<file path="config.mk">
export PLATFORM = sky130hd
export DESIGN_NAME = s_expression_tokenizer
export DESIGN_NICKNAME = d
export VERILOG_FILES = /design/src/rtl/sexp_tok_pkg.sv /design/src/rtl/s_expression_tokenizer.sv
export SDC_FILE = /design/constraint.sdc
export NUM_CORES = 1
export LEC_CHECK = 0
export ABC_CLOCK_PERIOD_IN_PS = 4200
export BUFFER_PORTS_ARGS = -buffer_cell sky130_fd_sc_hd__buf_4
export CORE_UTILIZATION = 60
export DETAILED_ROUTE_END_ITERATION = 12
export GPL_ROUTABILITY_DRIVEN = 0
export HOLD_SLACK_MARGIN = 0.05
export PLACE_DENSITY = 0.86
export SLEW_MARGIN = 20
export SYNTH_ARGS = -nofsm -noshare
export SYNTH_HDL_FRONTEND = slang
export SYNTH_SLANG_ARGS = --single-unit
</file>
<file path="constraint.sdc">
create_clock -name clk -period 4.2 [get_ports clk]
set_input_delay 0 -clock clk [delete_from_list [all_inputs] [get_ports clk]]
set_output_delay 0 -clock clk [all_outputs]
set_load 0.01 [all_outputs]
</file>
<file path="src/rtl/sexp_tok_pkg.sv">
// Package for the s-expression tokenizer: widths, byte codes, result kinds
// and the saturating counter helpers. No dependencies.
package sexp_tok_pkg;

    localparam int NEST_BITS   = 8;
    localparam int LENGTH_BITS = 16;
    localparam int LINE_BITS   = 16;

    // Width of the reported length and line fields (fixed by the port list)
    localparam int OUT_BITS = 16;

    localparam logic [NEST_BITS-1:0]   NEST_TOP = {NEST_BITS{1'b1}};
    localparam logic [LENGTH_BITS-1:0] LEN_TOP  = {LENGTH_BITS{1'b1}};
    localparam logic [LINE_BITS-1:0]   LINE_TOP = {LINE_BITS{1'b1}};

    localparam int LEN_EXT_BITS  = (LENGTH_BITS > OUT_BITS) ? LENGTH_BITS : OUT_BITS;
    localparam int LINE_EXT_BITS = (LINE_BITS > OUT_BITS) ? LINE_BITS : OUT_BITS;

    // Source byte codes
    localparam logic [7:0] CH_LPAREN    = 8'h28;
    localparam logic [7:0] CH_RPAREN    = 8'h29;
    localparam logic [7:0] CH_SEMI      = 8'h3B;
    localparam logic [7:0] CH_DQUOTE    = 8'h22;
    localparam logic [7:0] CH_BACKSLASH = 8'h5C;
    localparam logic [7:0] CH_QUOTE     = 8'h27;
    localparam logic [7:0] CH_NEWLINE   = 8'h0A;
    localparam logic [7:0] CH_TAB       = 8'h09;
    localparam logic [7:0] CH_SPACE     = 8'h20;

    // Result byte kinds
    localparam logic [2:0] KIND_WS      = 3'd0;
    localparam logic [2:0] KIND_OPEN    = 3'd1;
    localparam logic [2:0] KIND_CLOSE   = 3'd2;
    localparam logic [2:0] KIND_ATOM    = 3'd3;
    localparam logic [2:0] KIND_STRING  = 3'd4;
    localparam logic [2:0] KIND_QLIST   = 3'd5;
    localparam logic [2:0] KIND_COMMENT = 3'd6;

    function automatic logic [LENGTH_BITS-1:0] len_inc(input logic [LENGTH_BITS-1:0] v);
        return (v == LEN_TOP) ? v : v + LENGTH_BITS'(1);
    endfunction

    function automatic logic [LINE_BITS-1:0] line_inc(input logic [LINE_BITS-1:0] v);
        return (v == LINE_TOP) ? v : v + LINE_BITS'(1);
    endfunction

    function automatic logic [OUT_BITS-1:0] len_clip(input logic [LENGTH_BITS-1:0] v);
        logic [LEN_EXT_BITS-1:0] ext;
        ext = LEN_EXT_BITS'(v);
        return (ext > LEN_EXT_BITS'({OUT_BITS{1'b1}})) ? {OUT_BITS{1'b1}} : ext[OUT_BITS-1:0];
    endfunction

    function automatic logic [OUT_BITS-1:0] line_clip(input logic [LINE_BITS-1:0] v);
        logic [LINE_EXT_BITS-1:0] ext;
        ext = LINE_EXT_BITS'(v);
        return (ext > LINE_EXT_BITS'({OUT_BITS{1'b1}})) ? {OUT_BITS{1'b1}} : ext[OUT_BITS-1:0];
    endfunction

endpackage

</file>
<file path="src/rtl/s_expression_tokenizer.sv">
// S-expression tokenizer top level: input register, per-byte classifier
// and mode tracker, result register. Depends on sexp_tok_pkg.
//
// Takes one source byte per transaction and returns exactly one result
// transaction per byte, in order. Throughput is one byte per clock while
// the output is not stalled. A byte's result passes through the input
// register, which takes it at acceptance, and then the result register,
// which takes it once that register is free. The rate is set by the
// mode and counter update loop: each byte reads
// the state left by the byte before it. While the result register is full
// and stalled, one more byte is held in the input register; the input
// stalls only when both are occupied and the output is stalled. Tokens are
// flagged at their first byte (token_first) and where they close, either
// including the byte (ends_here: lone paren, closing quote, balancing paren
// of a quoted list, or a token still open at the last byte) or just before
// it (ended_before: an atom cut off by whitespace, ';' or a paren).
// token_length and line_number saturate at 16 bits. A byte with last set
// closes any open token, raises unclosed if it was a string or quoted list,
// and returns all tokenizer state to its reset values. No configuration.
module s_expression_tokenizer (
    input  logic        clk,
    input  logic        rst_n,
    // input channel
    input  logic        in_valid,
    output logic        in_stall,
    input  logic [7:0]  in_byte,
    input  logic        last,
    // result channel
    output logic        out_valid,
    input  logic        out_stall,
    output logic [2:0]  byte_kind,
    output logic        token_first,
    output logic        ends_here,
    output logic        ended_before,
    output logic [15:0] token_length,
    output logic [15:0] line_number,
    output logic        depth_overflow,
    output logic        unclosed
);

    typedef enum logic [2:0] {
        MODE_IDLE,
        MODE_COMMENT,
        MODE_ATOM,
        MODE_STRING,
        MODE_QLIST
    } mode_t;

    // ---------------- tokenizer state ----------------
    mode_t                                mode_reg, mode_next;
    logic                                 pq_reg, pq_next;     // previous byte was a quote mark
    logic                                 pb_reg, pb_next;     // previous byte was a backslash
    logic [sexp_tok_pkg::NEST_BITS-1:0]   nest_reg, nest_next;
    logic [sexp_tok_pkg::LENGTH_BITS-1:0] len_reg, len_next;
    logic [sexp_tok_pkg::LINE_BITS-1:0]   line_reg, line_next;

    // ---------------- pipeline registers ----------------
    logic       ib_valid_reg;
    logic [7:0] ib_byte_reg;
    logic       ib_last_reg;

    logic        ob_valid_reg;
    logic [2:0]  ob_kind_reg;
    logic        ob_first_reg;
    logic        ob_here_reg;
    logic        ob_before_reg;
    logic [15:0] ob_len_reg;
    logic [15:0] ob_line_reg;
    logic        ob_over_reg;
    logic        ob_open_reg;

    // input stage hands its byte to the result stage
    logic advance;
    logic in_take;

    assign advance  = ib_valid_reg && (!ob_valid_reg || !out_stall);
    assign in_take  = in_valid && !in_stall;
    assign in_stall = ib_valid_reg && !advance;

    // ---------------- per-byte decode ----------------
    logic [7:0] b;
    logic       is_ws, is_nl, is_lp, is_rp, is_semi, is_dq, is_term;

    assign b       = ib_byte_reg;
    assign is_ws   = (b == sexp_tok_pkg::CH_SPACE) || (b == sexp_tok_pkg::CH_TAB);
    assign is_nl   = (b == sexp_tok_pkg::CH_NEWLINE);
    assign is_lp   = (b == sexp_tok_pkg::CH_LPAREN);
    assign is_rp   = (b == sexp_tok_pkg::CH_RPAREN);
    assign is_semi = (b == sexp_tok_pkg::CH_SEMI);
    assign is_dq   = (b == sexp_tok_pkg::CH_DQUOTE);
    assign is_term = is_ws || is_nl || is_semi || is_lp || is_rp;

    // result fields before the output register
    logic [2:0]                           r_kind;
    logic                                 r_first, r_here, r_before, r_over, r_open;
    logic [sexp_tok_pkg::LENGTH_BITS-1:0] r_len;

    logic [sexp_tok_pkg::LENGTH_BITS-1:0] len_up;
    logic [sexp_tok_pkg::NEST_BITS-1:0]   nest_upd;

    assign len_up = sexp_tok_pkg::len_inc(len_reg);

    always_comb
    begin
        r_kind    = sexp_tok_pkg::KIND_WS;
        r_first   = 1'b0;
        r_here    = 1'b0;
        r_before  = 1'b0;
        r_over    = 1'b0;
        r_open    = 1'b0;
        r_len     = '0;
        mode_next = mode_reg;
        pq_next   = pq_reg;
        pb_next   = pb_reg;
        nest_next = nest_reg;
        len_next  = len_reg;
        line_next = line_reg;
        nest_upd  = nest_reg;

        unique case (mode_reg)
            MODE_COMMENT:
            begin
                if (is_nl)
                begin
                    r_kind    = sexp_tok_pkg::KIND_WS;
                    line_next = sexp_tok_pkg::line_inc(line_reg);
                    mode_next = MODE_IDLE;
                end
                else
                begin
                    r_kind = sexp_tok_pkg::KIND_COMMENT;
                end
            end

            MODE_STRING:
            begin
                r_kind   = sexp_tok_pkg::KIND_STRING;
                len_next = len_up;
                if (is_dq && !pb_reg)
                begin
                    r_here    = 1'b1;
                    r_len     = len_up;
                    len_next  = '0;
                    mode_next = MODE_IDLE;
                end
                pb_next = (b == sexp_tok_pkg::CH_BACKSLASH);
            end

            MODE_QLIST:
            begin
                r_kind   = sexp_tok_pkg::KIND_QLIST;
                len_next = len_up;
                if (is_lp)
                begin
                    if (nest_reg == sexp_tok_pkg::NEST_TOP)
                        r_over = 1'b1;
                    else
                        nest_upd = nest_reg + sexp_tok_pkg::NEST_BITS'(1);
                end
                else if (is_rp && (nest_reg != '0))
                begin
                    nest_upd = nest_reg - sexp_tok_pkg::NEST_BITS'(1);
                end
                nest_next = nest_upd;
                if (nest_upd == '0)
                begin
                    r_here    = 1'b1;
                    r_len     = len_up;
                    len_next  = '0;
                    mode_next = MODE_IDLE;
                end
            end

            MODE_ATOM, MODE_IDLE:
            begin
                if ((mode_reg == MODE_ATOM) && is_lp && pq_reg)
                begin
                    // quote mark then '(' opens a quoted list
                    r_kind    = sexp_tok_pkg::KIND_QLIST;
                    len_next  = len_up;
                    mode_next = MODE_QLIST;
                    nest_next = sexp_tok_pkg::NEST_BITS'(1);
                    pq_next   = 1'b0;
                end
                else if ((mode_reg == MODE_ATOM) && !is_term)
                begin
                    len_next = len_up;
                    if (is_dq)
                    begin
                        r_kind    = sexp_tok_pkg::KIND_STRING;
                        mode_next = MODE_STRING;
                        pb_next   = 1'b0;
                        pq_next   = 1'b0;
                    end
                    else
                    begin
                        r_kind  = sexp_tok_pkg::KIND_ATOM;
                        pq_next = (b == sexp_tok_pkg::CH_QUOTE);
                    end
                end
                else
                begin
                    // idle handling; an atom cut off by a terminator lands here too
                    mode_next = MODE_IDLE;
                    len_next  = '0;
                    pq_next   = 1'b0;
                    pb_next   = 1'b0;
                    if (is_ws)
                    begin
                        r_kind = sexp_tok_pkg::KIND_WS;
                    end
                    else if (is_nl)
                    begin
                        r_kind    = sexp_tok_pkg::KIND_WS;
                        line_next = sexp_tok_pkg::line_inc(line_reg);
                    end
                    else if (is_semi)
                    begin
                        r_kind    = sexp_tok_pkg::KIND_COMMENT;
                        mode_next = MODE_COMMENT;
                    end
                    else if (is_lp || is_rp)
                    begin
                        r_kind  = is_lp ? sexp_tok_pkg::KIND_OPEN : sexp_tok_pkg::KIND_CLOSE;
                        r_first = 1'b1;
                        r_here  = 1'b1;
                        r_len   = sexp_tok_pkg::LENGTH_BITS'(1);
                    end
                    else if (is_dq)
                    begin
                        r_kind    = sexp_tok_pkg::KIND_STRING;
                        r_first   = 1'b1;
                        mode_next = MODE_STRING;
                        len_next  = sexp_tok_pkg::LENGTH_BITS'(1);
                    end
                    else
                    begin
                        r_kind    = sexp_tok_pkg::KIND_ATOM;
                        r_first   = 1'b1;
                        mode_next = MODE_ATOM;
                        len_next  = sexp_tok_pkg::LENGTH_BITS'(1);
                        pq_next   = (b == sexp_tok_pkg::CH_QUOTE);
                    end
                    if (mode_reg == MODE_ATOM)
                    begin
                        // the atom's length wins over the lone paren's
                        r_before = 1'b1;
                        r_len    = len_reg;
                    end
                end
            end

            default:
            begin
                mode_next = MODE_IDLE;
            end
        endcase

        // last byte: close whatever is open, then back to reset state
        if (ib_last_reg)
        begin
            if ((mode_next == MODE_ATOM) || (mode_next == MODE_STRING) ||
                (mode_next == MODE_QLIST))
            begin
                r_here = 1'b1;
                r_len  = len_next;
                r_open = (mode_next != MODE_ATOM);
            end
            mode_next = MODE_IDLE;
            pq_next   = 1'b0;
            pb_next   = 1'b0;
            nest_next = '0;
            len_next  = '0;
            line_next = sexp_tok_pkg::LINE_BITS'(1);
        end
    end

    // ---------------- registers ----------------
    always_ff @(posedge clk or negedge rst_n)
    begin
        if (!rst_n)
        begin
            mode_reg     <= MODE_IDLE;
            pq_reg       <= 1'b0;
            pb_reg       <= 1'b0;
            nest_reg     <= '0;
            len_reg      <= '0;
            line_reg     <= sexp_tok_pkg::LINE_BITS'(1);
            ib_valid_reg <= 1'b0;
            ob_valid_reg <= 1'b0;
        end
        else
        begin
            if (in_take)
                ib_valid_reg <= 1'b1;
            else if (advance)
                ib_valid_reg <= 1'b0;

            if (advance)
            begin
                ob_valid_reg <= 1'b1;
                mode_reg     <= mode_next;
                pq_reg       <= pq_next;
                pb_reg       <= pb_next;
                nest_reg     <= nest_next;
                len_reg      <= len_next;
                line_reg     <= line_next;
            end
            else if (!out_stall)
            begin
                ob_valid_reg <= 1'b0;
            end
        end
    end

    // payload registers, no reset needed
    always_ff @(posedge clk)
    begin
        if (in_take)
        begin
            ib_byte_reg <= in_byte;
            ib_last_reg <= last;
        end
        if (advance)
        begin
            ob_kind_reg   <= r_kind;
            ob_first_reg  <= r_first;
            ob_here_reg   <= r_here;
            ob_before_reg <= r_before;
            ob_len_reg    <= sexp_tok_pkg::len_clip(r_len);
            ob_line_reg   <= sexp_tok_pkg::line_clip(line_reg);
            ob_over_reg   <= r_over;
            ob_open_reg   <= r_open;
        end
    end

    assign out_valid      = ob_valid_reg;
    assign byte_kind      = ob_kind_reg;
    assign token_first    = ob_first_reg;
    assign ends_here      = ob_here_reg;
    assign ended_before   = ob_before_reg;
    assign token_length   = ob_len_reg;
    assign line_number    = ob_line_reg;
    assign depth_overflow = ob_over_reg;
    assign unclosed       = ob_open_reg;

endmodule

</file>
---- Word-level counts from Yosys, hierarchy flattened ----
Cells that the tools add are included.
W data, S select, Z words.
word-level totals
  flip-flop bits (word level) ............. 96
  input bits .............................. 13
  output and inout port bits .............. 42
cells by class
  add/sub/neg operators ................... 4
  order comparisons ....................... 2
  equality and inequality tests ........... 26
  multiplexer cells ....................... 92
  bitwise operators ....................... 1
  reductions and logical operators ........ 40
operator list
  operator                 number
  $mux W16                 19
  $pmux W16 S3             2
  $eq A8 B6 Y1 const B     6
  $mux W8                  6
  $mux W3                  15
  $mux W1                  39
  $add A16 B1 Y16 const B  2
  $eq A16 B16 Y1 const B   2
  $gt A16 B16 Y1 const B   2
  $pmux W16 S2             1
  $pmux W3 S4              2
  $eq A8 B4 Y1 const B     2
  $pmux W8 S2              1
  $eq A3 B2 Y1 const B     4
  $ne A3 B3 Y1 const B     4
  $mux W2                  5
  $logic_or A1 B1 Y1       9
  $reduce_bool A3 Y1       3
  $add A8 B1 Y8 const B    1
  $eq A8 B7 Y1 const B     1
  $eq A8 B8 Y1 const B     1
  $logic_and A1 B1 Y1      8
  $logic_not A8 Y1         1
  $reduce_bool A8 Y1       1
  other kinds (19)         28

---- Longest topological paths before layout ----
Gate-level depths: netlist of run 1.
  word-level depth ........................ 17
  gate-level depth with buffers ........... 13
  gate-level depth less buffers ........... 11

---- Least setup slack after synthesis of run 1 ----
OpenSTA, ideal clock, no wires.
  kind .................................... register -> register
  from .................................... reg nest_reg[0] (netlist bit)
  to ...................................... reg ob_len_reg[8] (netlist: token_length[8]) (data pin)
  data arrival time ....................... 3.017 ns
  data required time ...................... 3.941 ns
  slack ................................... 0.924 ns
  stages on the path, launching flop included .. 14
  path through ............................ dfrtp_1 clkbuf_1 inv_1 ha_1 nor3b_1 and2_1 o31ai_1 xor2_1 nor4_2 a31oi_4 o31ai_1 buf_2 a21oi_1 a211o_1
on the way
  word-level cells in the longest chain between the ends .. 14
  elaborated cells on any way between the ends .. 24
  classes of those cells .................. add/sub (2); order compare (1); eq/ne (4); mux (12); reduce/logical (5)
ends and longest elaborated chain
  item                                                                   line                           RTL
  start, declared                                                        s_expression_tokenizer.sv:53   logic [sexp_tok_pkg::NEST_BITS-1:0] nest_reg, nest_next;
  start signal, assigned                                                 s_expression_tokenizer.sv:305  nest_reg <= nest_next;
  parallel branches: the longest is 3 deep, another holds $sub A8 B1 Y8  -
  $mux W8 *                                                              s_expression_tokenizer.sv:153  if (is_lp)
  $mux W8 *                                                              s_expression_tokenizer.sv:120  unique case (mode_reg)
  $logic_not A8 Y1 *                                                     s_expression_tokenizer.sv:165  if (nest_upd == '0)
  $mux W3                                                                s_expression_tokenizer.sv:165
  $pmux W3 S4                                                            s_expression_tokenizer.sv:120
  $eq A3 B2 Y1                                                           s_expression_tokenizer.sv:262  if ((mode_next == MODE_ATOM) || (mode_next == MODE_STRING) ||
  $logic_or A1 B1 Y1 (2 in series)                                       s_expression_tokenizer.sv:262
  $mux W16                                                               s_expression_tokenizer.sv:262
  $mux W16 *                                                             s_expression_tokenizer.sv:260  if (ib_last_reg)
  named net r_len (one bit)                                              s_expression_tokenizer.sv:96   logic [sexp_tok_pkg::LENGTH_BITS-1:0] r_len;
  $gt A16 B16 Y1                                                         sexp_tok_pkg.sv:50             return (ext > LEN_EXT_BITS'({OUT_BITS{1'b1}})) ? {OUT_BITS{1'b1}} : ext[OUT_BITS-1:0];
  end signal, assigned                                                   s_expression_tokenizer.sv:330  ob_len_reg <= sexp_tok_pkg::len_clip(r_len);
  end, declared                                                          s_expression_tokenizer.sv:67   logic [15:0] ob_len_reg;
Mark *: on every way through the listed nets, which the timed path passes. The select of a mux whose other input is x is not followed.
A chain may end at the register's enable or synchronous reset.

---- Worst setup path after layout of run 1 ----
  from .................................... reg nest_reg[0] (netlist bit)
  to ...................................... reg ob_len_reg[2] (netlist: token_length[2]) (data pin)
Same word-level chain as after synthesis.

==> results.json, run 1 <==
{
  "grt_max_degree": 51,
  "end_kind": "register",
  "cts_sinks": 96,
  "slowest_stage": "dfrtp_1",
  "ys_seq_area_frac": 0.4767,
  "drive_gt1_frac": 0.1429,
  "crit_fanout": 18,
  "path_cells": "inv_1 > ha_1 > nor3b_1 > and2_1 > o31ai_1 > xor2_1 > nor4_2 > a31oi_4 > o31ai_1 > buf_4 > inv_1 > a221o_1",
  "cts.repair.resized": 0,
  "area_growth_pct": 13.76,
  "ant_nets": 0,
  "start_util": 0.6280,
  "nFillCells": 651,
  "drt_iter0_drc": 585,
  "maxCapViolations": 0,
  "place_hpwl_um": 8919,
  "grt_pass1_wl_um": 21710,
  "rsz0062_at_grt": "false",
  "dieArea_mm2": 0.009650,
  "std_cell_rows": 34,
  "grtUsageTotal": 0.2813,
  "dr.pass1.iters": 12,
  "worst_pin_slew_ps": 889.0,
  "grt_pass1_vias": 4555,
  "critPathMaxStageDelay_ps": 500,
  "clock_latency_ps": 370,
  "die_x_um": 98.24,
  "violations": "DRC",
  "top_layer": "met4",
  "status": "complete, but fails checks",
  "synth_fp_nets": 609,
  "path_buf_inv": 3,
  "cts_root_buffer": "clkbuf_8",
  "overflow": 0,
  "crit_arrival_ps": 3840,
  "critPathKind": "register to register",
  "post-route-period-util": 0.8810,
  "synth.distinct_cells": 75,
  "vias": 4993,
  "max_slew_margin": 0.4073,
  "synth_area_leader_cell": "edfxtp_1",
  "cts_tree": "built",
  "yosys_warnings": 0,
  "vdd.ir_drop.worst_uv": 220.5,
  "port_buffers": 54,
  "cts-hold-fix-buffers": 13,
  "hold_violations": 0,
  "critPathRequiredTime_ps": 4340,
  "met2_length_um": 6106,
  "cts_max_level": 3,
  "drt-total-wl_um": 13090,
  "wl_per_cell_um": 17.40,
  "boundaryPins": 55,
  "setup_viol": 0,
  "core_area_mm2": 0.008848,
  "cts.clk_slew.worst_paths_ps": 110,
  "ys.flop_type": "edfxtp_1",
  "start_kind": "register",
  "p_leak_nw": 2.594,
  "async_flop_share": 0.4896,
  "synth_common_cells": "nand2_1, nor2_1, edfxtp_1, dfrtp_1, nand3_1",
  "report.final.slew_viol_count": 0,
  "utilization": 0.7144,
  "fmax_mhz": 270.3,
  "synth_top_cell_area_share": 0.2648,
  "cts-buffers-inserted": 9,
  "wl_met3_um": 967,
  "ys_seq_elements": 96,
  "post-route-drc-count": 7,
  "post_cts.repair.setup_buffers": 0,
  "hold_class": "input port to asynchronous set/reset pin",
  "cts_buffer_depth": 2,
  "antenna_found_initial": 0,
  "postSynthCellCount": 592,
  "viasPerCell": 6.640,
  "synth_area_leaders": "edfxtp_1, dfrtp_1, nand2_1",
  "yosysMostFrequentCell": "nand2_1",
  "antenna_cells": 0,
  "die_y_um": 98.24,
  "min_period_ps": 3700,
  "fin_skew_ps": 21.11,
  "powerDensity_mw_per_mm2": 313.9,
  "drt-met1-wl_um": 5580,
  "avgSynthCellArea_um2": 9.386,
  "cp_top_family": "simple AND/OR/NAND/NOR gates",
  "synth-edff-count": 49,
  "fin_nets": 656,
  "netlist_area_mm2": 0.005557,
  "tns_ps": 0
}
## metrics by stage
step                cells  power (W)  setup WS (ps)  hold WS [ps]  cell area, um2
finish                752   0.001984          499.9         178.9            6321
global route          752   0.002061          214.3         250.2            6321
CTS                   752   0.001985          592.2         199.3            6321
detailed placement    723   0.001385          600.7         66.42            5996
global placement      723   0.001374          721.4         54.24            5996
floorplan             592   0.001274          924.5        -295.6            5557
## metal layers
| metal | global-route usage | vias up |
|---|---|---|
| li1 | - | 2301 |
| met5 | 0 | - |
| met2 | 0.4550 | 274 |
| met4 | 0.1102 | 0 |
| met1 | 0.3845 | 2359 |
| met3 | 0.04223 | 59 |
## power breakdown
part	internal, W	switching [W]
Combinational	0.000116	0.000162
Clock	0.000247	0.000355
Sequential	0.00105	0.0000565
Total	0.00141	0.000573
## cells by family after synthesis
| logic type | count (synthesis) | synth area share |
|---|---|---|
| AND/OR/NAND/NOR | 270 | 0.2517 |
| AO/OA/AOI/OAI | 146 | 0.1878 |
| flip-flops | 96 | 0.4767 |
| buffers and inverters | 53 | 0.03783 |
| XOR/XNOR | 20 | 0.03152 |
| adder cells (fa/ha/maj) | 4 | 0.009007 |
| multiplexers | 3 | 0.005404 |
## layout make-up
type                    count  area (um2)  area share
multi-input cells         443        2698      0.4268
flip-flops and latches     96        2649      0.4190
repair buffers             74       588.1     0.09303
clock buffers              10       137.6     0.02177
well taps                 108       135.1     0.02138
clock inverters             6       57.56    0.009105
inverters                  15       56.30    0.008907
## final timing paths
| check | depth (start not counted) | slack, ps | from | endpoint |
|---|---|---|---|---|
| worst max register to register | 12 | 500 | nest_reg[0]$_DFFE_PN0P_ | token_length[2]$_DFFE_PP_ |
| min in group clk | 2 | 360 | last | ib_last_reg$_DFFE_PP_ |
| max in group asynchronous | 2 | 3580 | rst_n | len_reg[13]$_DFFE_PN0P_ |
| worst max-delay path | 12 | 500 | nest_reg[0]$_DFFE_PN0P_ | token_length[2]$_DFFE_PP_ |
| worst min-delay path | 2 | 180 | rst_n | len_reg[6]$_DFFE_PN0P_ |
| worst min register to register | 0 | 510 | line_reg[13]$_DFFE_PN0P_ | line_number[13]$_DFFE_PP_ |
## placed cells by master (no fill, tap or decap), types with 7 or more instances in the layout
cell | synthesis | routed
and3_1 | 13 | 13
xor2_1 | 11 | 11
edfxtp_1 | 49 | 49
a21o_1 | 9 | 9
nand2b_1 | 14 | 14
o21ai_0 | 24 | 24
nor2_1 | 55 | 55
nor3_1 | 23 | 23
buf_4 | 2 | 61
a31oi_1 | 7 | 7
or3_1 | 7 | 7
a21oi_1 | 21 | 21
nand2_1 | 66 | 66
nand3_1 | 34 | 34
clkbuf_8 | 0 | 10
inv_1 | 14 | 13
o21ai_1 | 7 | 7
nand4_1 | 11 | 11
dlygate4sd3_1 | 0 | 13
a22o_1 | 10 | 10
xnor2_1 | 9 | 9
and2_1 | 13 | 13
dfrtp_1 | 46 | 46
## worst register-to-register path, cell delays in order, from the launching register on
cell and delay, ps:
dfrtp_1 500, inv_1 100, ha_1 180, nor3b_1 460, and2_1 260, o31ai_1 130
xor2_1 170, nor4_2 450, a31oi_4 300, o31ai_1 350, buf_4 210, inv_1 40
a221o_1 310
(Power assumes the default switching activity.)
==> run 2: changes to the inputs <==
--- a/config.mk
+++ b/config.mk
@@ -12,6 +12,7 @@
 export GPL_ROUTABILITY_DRIVEN = 0
 export HOLD_SLACK_MARGIN = 0.05
 export PLACE_DENSITY = 0.86
+export RECOVER_POWER = 25
 export SLEW_MARGIN = 20
 export SYNTH_ARGS = -nofsm -noshare
 export SYNTH_HDL_FRONTEND = slang
==> run 2 against run 1 <==
Net effect:
- the flow finishes with violations (DRC, capacitance limit, slew limit)
- worst setup slack got worse by 5.6 ps
- clock skew decreased by 0.83 ps
- maximum frequency decreased by 0.15%
- design area about the same
- critical path type unchanged
- largest cell class unchanged
==> results.json, run 2 (synthesis gave the netlist of run 1 again) <==
{
  "fin_area_mm2": 0.006317,
  "critPathRequiredTime_ps": 4340,
  "r2r_setup_slack_ps": 490,
  "grt_pass1_vias": 4555,
  "overflow": 0,
  "viasPerCell": 6.629,
  "whs_ps": 372.6,
  "area_growth_pct": 13.69,
  "cts_root_buffer": "clkbuf_8",
  "slowest_stage": "dfrtp_1",
  "grt_max_degree": 51,
  "antenna_cells": 0,
  "vias": 4985,
  "grtUsageTotal": 0.2813,
  "cts.clk_slew.worst_paths_ps": 110,
  "worst_pin_slew_ps": 2672,
  "start_kind": "register",
  "cts_buffer_depth": 2,
  "setup_viol": 0,
  "max_slew_margin": -0.7815,
  "ant_nets": 0,
  "cp_top_family": "simple AND/OR/NAND/NOR gates",
  "min_period_ps": 3706,
  "cts_max_level": 3,
  "critPathKind": "register to register",
  "cts-buffers-inserted": 9,
  "path_buf_inv": 3,
  "dpl_cell_area_mm2": 0.005996,
  "vdd.ir_drop.worst_uv": 221.4,
  "fin_skew_ps": 20.28,
  "die_y_um": 98.24,
  "post_cts.repair.setup_buffers": 0,
  "critPathMaxStageDelay_ps": 500,
  "drive_gt1_frac": 0.1413,
  "report.final.slew_viol_count": 48,
  "drt-total-wl_um": 13140,
  "grt_pass1_wl_um": 21710,
  "antenna_found_initial": 0,
  "tns_ps": 0,
  "std_cell_rows": 34,
  "nFillCells": 653,
  "violations": "DRC, capacitance limit, slew limit",
  "wl_per_cell_um": 17.47,
  "fmax_mhz": 269.9,
  "utilization": 0.7139,
  "maxCapViolations": 1,
  "dr.pass1.iters": 12,
  "die_x_um": 98.24,
  "hold_class": "input port to register",
  "start_util": 0.6280,
  "layout_common_cells": "nand2_1, nor2_1, buf_4",
  "status": "complete, but fails checks",
  "post-route-period-util": 0.8823,
  "cts_sinks": 96,
  "boundaryPins": 55,
  "post-route-drc-count": 7,
  "place_hpwl_um": 8919,
  "cts_tree": "built",
  "fin_nets": 656,
  "hold_violations": 0,
  "dieArea_mm2": 0.009650,
  "crit_arrival_ps": 3840,
  "power_w": 0.001985,
  "final_common_cell": "nand2_1",
  "crit_fanout": 18,
  "rsz0062_at_grt": "false",
  "powerDensity_mw_per_mm2": 314.2,
  "port_buffers": 54,
  "core_area_mm2": 0.008848,
  "drt_iter0_drc": 579,
  "path_cells": "inv_1 > ha_1 > nor3b_1 > and2_1 > o31ai_1 > xor2_1 > nor4_2 > a31oi_4 > o31ai_1 > buf_4 > inv_1 > a221o_1",
  "p_leak_nw": 2.589,
  "clock_latency_ps": 380,
  "end_kind": "register"
}
[run 2: changes by cell type in the layout (fill, tap and decap cells not counted)]
| cell | delta |
|---|---|
| buf_4 | -10 |
| clkbuf_4 | +9 |
| clkbuf_1 | +1 |
[run 2: report_power, final]
part	switching (W)	total (W)	internal, W	leakage [nW]
clock	0.000355	0.000601	0.000246	0.101
combinational	0.000162	0.000277	0.000115	1.37
sequential	0.0000567	0.00111	0.00105	1.12
[run 2: worst paths after layout]
kind | startpoint | to | cells after the start
max | nest_reg[0]$_DFFE_PN0P_ | token_length[2]$_DFFE_PP_ | 12
max in group asynchronous | rst_n | len_reg[13]$_DFFE_PN0P_ | 2
min reg2reg | line_reg[13]$_DFFE_PN0P_ | line_number[13]$_DFFE_PP_ | 0
min in group asynchronous | rst_n | len_reg[6]$_DFFE_PN0P_ | 2
min | last | ib_last_reg$_DFFE_PP_ | 2
max reg2reg | nest_reg[0]$_DFFE_PN0P_ | token_length[2]$_DFFE_PP_ | 12
[run 2: per-stage QoR]
stage,cells,worst slack [ps]
floorplan,592,924.5
global placement,723,721.4
detailed placement,723,600.7
CTS,752,592.2
global route,752,214.3
finish,752,494.3
[run 2: layer usage]
| metal | vias to the layer above | GRT usage | routed length [um] |
|---|---|---|---|
| met3 | 48 | 0.04223 | 1158 |
| met4 | 0 | 0.1102 | 401 |
| met1 | 2349 | 0.3845 | 5380 |
| li1 | 2293 | - | - |
| met2 | 295 | 0.4550 | 6198 |
| met5 | - | 0 | 0 |
[run 2: cell type report]
class / instances / area (um2) / area share
sequential: 96 / 2649 / 0.4193
multi-input combinational: 443 / 2698 / 0.4270
clock inverter: 6 / 57.56 / 0.009111
timing repair buffer: 74 / 584.3 / 0.09249
clock buffer: 10 / 137.6 / 0.02179
tap: 108 / 135.1 / 0.02139
inverter: 15 / 56.30 / 0.008913
[run 2: what timing repair did]
action / in CTS / in global routing
gates resized for setup: 0 / 0
hold buffers: 13 / 0
endpoints found under the hold margin: 57 / 0
